--- src/hdl/sird_pkg.sv ---
// sird_pkg: shared types, constants and helpers for the signed integer to
// radix digits converter. No dependencies.
package sird_pkg;

  localparam int VALUE_WIDTH      = 32;
  localparam int RADIX_WIDTH      = 6;
  localparam int DIGIT_WIDTH      = 6;
  localparam int CHAR_WIDTH       = 7;
  localparam int MAX_DIGITS_DEF   = 32;

  // Long division handles this many dividend bits per cycle.
  localparam int CHUNK_BITS = 8;
  localparam int DIV_STEPS  = (VALUE_WIDTH + CHUNK_BITS - 1) / CHUNK_BITS;
  localparam int DIV_WIDTH  = DIV_STEPS * CHUNK_BITS;
  localparam int STEP_W     = (DIV_STEPS > 1) ? $clog2(DIV_STEPS) : 1;

  localparam logic [RADIX_WIDTH-1:0] RADIX_MIN = RADIX_WIDTH'(2);
  localparam logic [RADIX_WIDTH-1:0] RADIX_MAX = RADIX_WIDTH'(36);

  localparam logic [CHAR_WIDTH-1:0] CHAR_ZERO  = 7'h30;
  localparam logic [CHAR_WIDTH-1:0] CHAR_A     = 7'h41;
  localparam logic [CHAR_WIDTH-1:0] CHAR_Z     = 7'h5A;
  localparam logic [CHAR_WIDTH-1:0] CHAR_NINE  = 7'h39;
  localparam logic [CHAR_WIDTH-1:0] CHAR_MINUS = 7'h2D;

  typedef struct packed {
    logic signed [VALUE_WIDTH-1:0] value;
    logic        [RADIX_WIDTH-1:0] radix;
  } in_item_t;

  typedef struct packed {
    logic [CHAR_WIDTH-1:0] character;
    logic                  last;
  } out_item_t;

  // Classified job handed from front to back.
  typedef struct packed {
    logic [VALUE_WIDTH-1:0] mag;
    logic [RADIX_WIDTH-1:0] radix;
    logic                   neg;
  } job_t;

  // Queue to back-end handshake.
  typedef struct packed {
    logic valid;
    job_t job;
  } job_slot_t;

  function automatic logic [CHAR_WIDTH-1:0] digit_char(input logic [DIGIT_WIDTH-1:0] d);
    logic [CHAR_WIDTH-1:0] c;
    if (d < DIGIT_WIDTH'(10)) begin
      c = CHAR_ZERO + CHAR_WIDTH'(d);
    end else begin
      c = CHAR_A + CHAR_WIDTH'(d - DIGIT_WIDTH'(10));
    end
    return c;
  endfunction

endpackage

--- src/hdl/sird_front.sv ---
// sird_front: sign split, magnitude and radix clamp of an incoming item.
// Depends on sird_pkg.
module sird_front import sird_pkg::*; (
  input  in_item_t request,
  output job_t     job
);

  logic neg;

  assign neg = request.value[VALUE_WIDTH-1];

  always_comb begin
    job.neg = neg;
    // Two's complement negate; the most negative value comes out as its
    // unsigned magnitude.
    job.mag = neg ? (~request.value + VALUE_WIDTH'(1)) : request.value;
    if (request.radix < RADIX_MIN) begin
      job.radix = RADIX_MIN;
    end else if (request.radix > RADIX_MAX) begin
      job.radix = RADIX_MAX;
    end else begin
      job.radix = request.radix;
    end
  end

endmodule

--- src/hdl/sird_queue.sv ---
// sird_queue: two-entry job queue between front and back.
// Depends on sird_pkg.
module sird_queue import sird_pkg::*; (
  input  logic      clk,
  input  logic      rst,
  input  logic      push,
  input  job_t      push_job,
  output logic      full,
  input  logic      pop,
  output job_slot_t head
);

  job_t        slots [2];
  logic        wp;
  logic        rp;
  logic [1:0]  cnt;
  logic        do_push;
  logic        do_pop;

  assign full     = (cnt == 2'd2);
  assign do_push  = push && !full;
  assign do_pop   = pop && (cnt != 2'd0);
  assign head.valid = (cnt != 2'd0);
  assign head.job   = slots[rp];

  always_ff @(posedge clk) begin
    if (do_push) begin
      slots[wp] <= push_job;
    end
  end

  always_ff @(posedge clk) begin
    if (rst) begin
      wp  <= 1'b0;
      rp  <= 1'b0;
      cnt <= 2'd0;
    end else begin
      if (do_push) begin
        wp <= ~wp;
      end
      if (do_pop) begin
        rp <= ~rp;
      end
      cnt <= cnt + 2'(do_push) - 2'(do_pop);
    end
  end

endmodule

--- src/hdl/sird_back.sv ---
// sird_back: iterative long division into the digit store, then character
// emission most significant first. Depends on sird_pkg.
module sird_back import sird_pkg::*; #(
  parameter int MAX_DIGITS = MAX_DIGITS_DEF
) (
  input  logic      clk,
  input  logic      rst,
  input  job_slot_t head,
  output logic      pop,
  output logic      strobe,
  output out_item_t result
);

  localparam int IDX_W = $clog2(MAX_DIGITS);

  typedef enum logic [1:0] {S_IDLE, S_DIV, S_SIGN, S_EMIT} state_t;

  state_t                 state;
  logic [DIV_WIDTH-1:0]   quo;
  logic [DIGIT_WIDTH-1:0] rem;
  logic [RADIX_WIDTH-1:0] radix;
  logic                   neg;
  logic [STEP_W-1:0]      step;
  logic [IDX_W-1:0]       idx;

  logic [DIGIT_WIDTH-1:0] digit_store [MAX_DIGITS];
  logic [DIGIT_WIDTH-1:0] rd_data;
  logic                   rd_valid;
  logic                   rd_last;

  logic [DIV_WIDTH-1:0]   quo_next;
  logic [DIGIT_WIDTH-1:0] rem_next;
  logic                   digit_done;
  logic                   wr_en;

  // One chunk of restoring division; remainder stays below radix.
  always_comb begin
    logic [DIGIT_WIDTH:0]   t;
    logic [DIGIT_WIDTH-1:0] r;
    logic [CHUNK_BITS-1:0]  q;
    r = rem;
    q = '0;
    for (int k = 0; k < CHUNK_BITS; k++) begin
      t = {r, quo[DIV_WIDTH-1-k]};
      if (t >= {1'b0, radix}) begin
        t    = t - {1'b0, radix};
        q[CHUNK_BITS-1-k] = 1'b1;
      end
      r = t[DIGIT_WIDTH-1:0];
    end
    rem_next = r;
    if (DIV_WIDTH > CHUNK_BITS) begin
      quo_next = {quo[DIV_WIDTH-CHUNK_BITS-1:0], q};
    end else begin
      quo_next = DIV_WIDTH'(q);
    end
  end

  assign digit_done = (state == S_DIV) && (step == STEP_W'(DIV_STEPS - 1));
  assign wr_en      = digit_done;
  assign pop        = (state == S_IDLE) && head.valid;

  always_ff @(posedge clk) begin
    if (wr_en) begin
      digit_store[idx] <= rem_next;
    end
    if (state == S_EMIT) begin
      rd_data <= digit_store[idx];
    end
  end

  always_ff @(posedge clk) begin
    if (rst) begin
      state    <= S_IDLE;
      step     <= '0;
      idx      <= '0;
      neg      <= 1'b0;
      rd_valid <= 1'b0;
      rd_last  <= 1'b0;
      strobe   <= 1'b0;
    end else begin
      rd_valid <= 1'b0;
      strobe   <= 1'b0;
      if (rd_valid) begin
        strobe           <= 1'b1;
        result.character <= digit_char(rd_data);
        result.last      <= rd_last;
      end
      case (state)
        S_IDLE: begin
          if (head.valid) begin
            quo   <= DIV_WIDTH'(head.job.mag);
            radix <= head.job.radix;
            neg   <= head.job.neg;
            rem   <= '0;
            step  <= '0;
            idx   <= '0;
            state <= S_DIV;
          end
        end
        S_DIV: begin
          if (digit_done) begin
            step <= '0;
            rem  <= '0;
            quo  <= quo_next;
            if ((quo_next != '0) && (idx != IDX_W'(MAX_DIGITS - 1))) begin
              idx <= idx + IDX_W'(1);
            end else begin
              state <= neg ? S_SIGN : S_EMIT;
            end
          end else begin
            step <= step + STEP_W'(1);
            rem  <= rem_next;
            quo  <= quo_next;
          end
        end
        S_SIGN: begin
          strobe           <= 1'b1;
          result.character <= CHAR_MINUS;
          result.last      <= 1'b0;
          state            <= S_EMIT;
        end
        S_EMIT: begin
          rd_valid <= 1'b1;
          rd_last  <= (idx == '0);
          if (idx == '0) begin
            state <= S_IDLE;
          end else begin
            idx <= idx - IDX_W'(1);
          end
        end
        default: begin
          state <= S_IDLE;
        end
      endcase
    end
  end

endmodule

--- src/hdl/signed_int_to_radix_digits.sv ---
// signed_int_to_radix_digits: top level of the integer to radix text converter.
// Depends on sird_pkg, sird_front, sird_queue, sird_back.
//
// Usage:
//   Input: drive request (value, radix) and raise start; the item is taken at
//   a rising edge with start high and busy low. busy means the two-entry job
//   queue is full. Radix is clamped to 2..36; zero gives a single '0'.
//   Output: one ASCII character per strobe cycle, most significant first, a
//   leading '-' for negative values; result.last marks the final character.
//   The receiver cannot hold results off, so strobe is never stalled.
// Per item (DIV_STEPS = 4 for 32-bit values): the long divider runs DIV_STEPS
//   chunk steps per digit, a leading '-' is emitted if negative, then one character
//   per cycle comes from the digit store through the read register and the
//   output register. The back end works on one item at a time; the queue takes
//   new items meanwhile.
// Reset: synchronous, clears the queue, back-end state and strobe. The digit
//   store needs no clearing since every digit is written before it is read.
module signed_int_to_radix_digits import sird_pkg::*; #(
  parameter int MAX_DIGITS = MAX_DIGITS_DEF
) (
  input  logic      clk,
  input  logic      rst,
  input  logic      start,
  output logic      busy,
  input  in_item_t  request,
  output logic      strobe,
  output out_item_t result
);

  job_t      front_job;
  job_slot_t head;
  logic      pop;

  // Front: sign/magnitude split and radix clamp.
  sird_front u_front (
    .request (request),
    .job     (front_job)
  );

  // Decoupling queue; its full flag is the busy handshake.
  sird_queue u_queue (
    .clk      (clk),
    .rst      (rst),
    .push     (start),
    .push_job (front_job),
    .full     (busy),
    .pop      (pop),
    .head     (head)
  );

  // Back: divider, digit store and character emitter.
  sird_back #(
    .MAX_DIGITS (MAX_DIGITS)
  ) u_back (
    .clk    (clk),
    .rst    (rst),
    .head   (head),
    .pop    (pop),
    .strobe (strobe),
    .result (result)
  );

endmodule

--- config.mk ---
export PLATFORM = sky130hd
export DESIGN_NAME = signed_int_to_radix_digits
export DESIGN_NICKNAME = d
export VERILOG_FILES = /design/src/hdl/sird_pkg.sv /design/src/hdl/sird_front.sv /design/src/hdl/sird_queue.sv /design/src/hdl/sird_back.sv /design/src/hdl/signed_int_to_radix_digits.sv
export SDC_FILE = /design/constraint.sdc
export NUM_CORES = 1
export LEC_CHECK = 0
export BUFFER_PORTS_ARGS = -buffer_cell sky130_fd_sc_hd__buf_2
export CAP_MARGIN = 0
export CORE_MARGIN = 2
export CORE_UTILIZATION = 25
export DETAILED_ROUTE_END_ITERATION = 16
export GPL_ROUTABILITY_DRIVEN = 0
export GPL_TIMING_DRIVEN = 0
export PLACE_DENSITY = 0.38
export SLEW_MARGIN = 20
export SYNTH_ARGS = -nofsm -noshare
export SYNTH_HDL_FRONTEND = slang
export SYNTH_SLANG_ARGS = --single-unit
--- constraint.sdc ---
create_clock -name clk -period 40 [get_ports clk]
set_input_delay 2 -clock clk [delete_from_list [all_inputs] [get_ports clk]]
set_output_delay 2 -clock clk [all_outputs]
set_load 0.02 [all_outputs]
==> results_dict.tcl <==
set metrics [dict create \
    outcome "finished clean" \
    core_um2 68500 \
    worstMarginPinSlew_ns 1.05 \
    antenna_found_initial 2 \
    cp-start-kind "register" \
    ys_top_cells_by_area "edfxtp_1 (57%), mux4_2 (6.3%), ha_1 (4.6%)" \
    fp.dieW_um 267 \
    cts_setup_buffers 0 \
    drt-total-wl_mm 45.7 \
    timing_hold_violations_final 0 \
    cts_resized 0 \
    min_period_over_period_pct 54.6 \
    synth_top_area_share_pct 57.0 \
    io_pins 51 \
    crit_fanout 32 \
    port_buffers 50 \
    relSlewSlack_pct 30.0 \
    maxSlewViolCount 0 \
    r2r-end "u_back.digit_store[7][2]" \
    hpwlAfterDp_mm 32.6 \
    r2r_cells 76 \
    holdBufCountCts 0 \
    grt_start_max_net_pins 34 \
    insertion_delay_ns 0.56 \
    end_kind "register" \
    netlist_area_um2 17300 \
    drtPass1Iterations 5 \
    maxCapViolCount 0 \
    syn_avg_cell_area_um2 13.7 \
    die_area_um2 71200 \
    cts_tree "yes" \
    grt_usage_pct 13.0 \
    fin_ws_ns 18.18 \
    routed_via_density 4.62 \
    layout-drive-gt1-share_pct 15.9 \
    min_period_ns 21.82 \
    synthCells 1261 \
    path_class "reg2reg" \
    rows 96 \
    min_from "u_back.rd_valid" \
    cp_slowest_cell "a311oi_2" \
    vias 10500 \
    grt_pass1_wl_mm 69.0 \
    synth_flop_cell "edfxtp_1" \
    dp.cells 2197 \
    cts.sinks 346 \
    cpPeakStageDelay_ns 0.77 \
    cts_max_level 2 \
    synth_warnings 0 \
    final_cells 2268 \
    async_flop_share_pct 0 \
    clkSlewWorstSetupHoldPaths_ns 0.06 \
    area_delta_synth_final_pct 15.9 \
    initial_core_util_pct 25.2 \
    cpMostUsedCell "a21o_1" \
    drtIter0Drc 685 \
    yosys.area.top_type "edfxtp_1" \
    fin_util_pct 29.2 \
    fmax_ghz 0.0458 \
    wire_per_inst_um 20.1 \
    finClkSkew_ns 0.0209 \
    fin_nets 1469 \
    ys_seq_elements 346 \
    grt-ovfl-total 0 \
    netlist-cell-type-count 84 \
    drc 0 \
    cp.arrival_ns 22.06 \
    grt_pass1_vias 10800 \
    synth_edf_count 328 \
    final_cell_mix "edfxtp_1 (328), nor2_1 (82), nand2_1 (80)" \
    final_common_cell "edfxtp_1" \
    cp.required_ns 40.23 \
    tns_ns 0 \
    whs_endpoint "u_back.strobe" \
    r2r_slack_ns 18.18 \
    rsz0062_at_grt "false" \
    syn_nets 1374 \
    timing.rr.start "u_back.radix[1]" \
    drt.antenna.violating_nets 0 \
    ctsLongestPathBuffers 3 \
    setup_viol 0 \
    ys_seq_area_share_pct 59.1 \
    die_h_um 267 \
    fillers 6947 \
    clock-root-buffer "clkbuf_16" \
    place_ws_ns 18.18 \
    cts_buffers 39 \
    worstHoldPathCells 2 \
    min_path_type "reg2reg" \
]
[state kept, by name, summed over array words and instances (netlist names), named ones only]
signal	cells
u_queue.rp	1
u_back.neg	1
u_back.idx	5
u_back.result	8
u_back.rd_valid	1
u_queue.wp	1
u_back.quo	32
u_queue.slots	78
u_back.digit_store	192
u_back.rd_data	6
u_back.rem	6
u_back.state	2
u_back.rd_last	1
u_back.strobe	1
u_back.radix	6
u_queue.cnt	2
u_back.step	2
[worst max path at each step]
stage,startpoint,to
final,u_back.radix[1],u_back.digit_store[7][2]
after global routing,u_back.radix[1],u_back.digit_store[7][2]
after CTS,u_back.radix[1],u_back.digit_store[6][2]
after detailed placement,u_back.radix[1],u_back.digit_store[11][2]
after global placement,u_back.radix[1],u_back.digit_store[0][0]
after floorplan,u_back.radix[1],u_back.digit_store[0][0]
[worst max-delay path, delay by kind of cell, from the launching register on]
family                     cells  cell delay [ns]
AOI/OAI and AO/OA             40            10.79
adders and majority gates      8             2.65
and+or+nand+nor               13             2.63
buffers and inverters          9             2.37
muxes                          6             2.27
DFF                            1             0.73
[kinds of logic after synthesis]
group / count (synthesis) / synth area share (%)
flip-flops: 346 / 59.1
AO/OA/AOI/OAI: 248 / 10.4
multiplexers: 107 / 9.96
adder cells (fa/ha/maj): 73 / 5.66
AND/OR/NAND/NOR: 321 / 9.44
buffers and inverters: 107 / 2.50
XOR/XNOR: 59 / 2.99
[per-stage QoR]
stage | cell area (um^2) | hold WS (ns)
after floorplan | 17300 | 0.422
after global placement | 18600 | 0.440
after detailed placement | 18800 | 0.439
after CTS | 20000 | 0.451
after global routing | 20000 | 0.473
final | 20000 | 0.450
[Yosys cell counts, drive strengths merged, types with 20 or more instances]
cell type  count
edfxtp       328
nor2          85
nand2         80
o21ai         75
ha            63
inv           60
a21oi         48
mux4          48
xnor2         45
mux2i         37
nor2b         32
clkbuf        26
mux2          22
buf           21
a21o          20
a22oi         20
or3           20
[routing by layer]
metal | up-vias | wire length [um] | GRT usage [%]
li1 | 5040 | - | -
met1 | 5223 | 22200 | 18.3
met2 | 167 | 21100 | 20.8
met3 | 57 | 1540 | 1.85
met4 | 0 | 907 | 3.37
met5 | - | 0 | 0
[cell type report]
cell class | instances | area, um^2 | share of cell area [%]
plain buffers | 47 | 208 | 1.04
flip-flops and latches | 346 | 10200 | 51.0
inverters | 60 | 225 | 1.12
well taps | 882 | 1100 | 5.51
diodes | 1 | 2.50 | 0.0125
clock inverters | 24 | 239 | 1.19
multi-input cells | 808 | 6670 | 33.3
clock buffers | 46 | 1020 | 5.11
repair buffers | 54 | 338 | 1.69
Power is not shown: default switching activity piles up to over one toggle a cycle in this logic, so the estimate is an artifact.
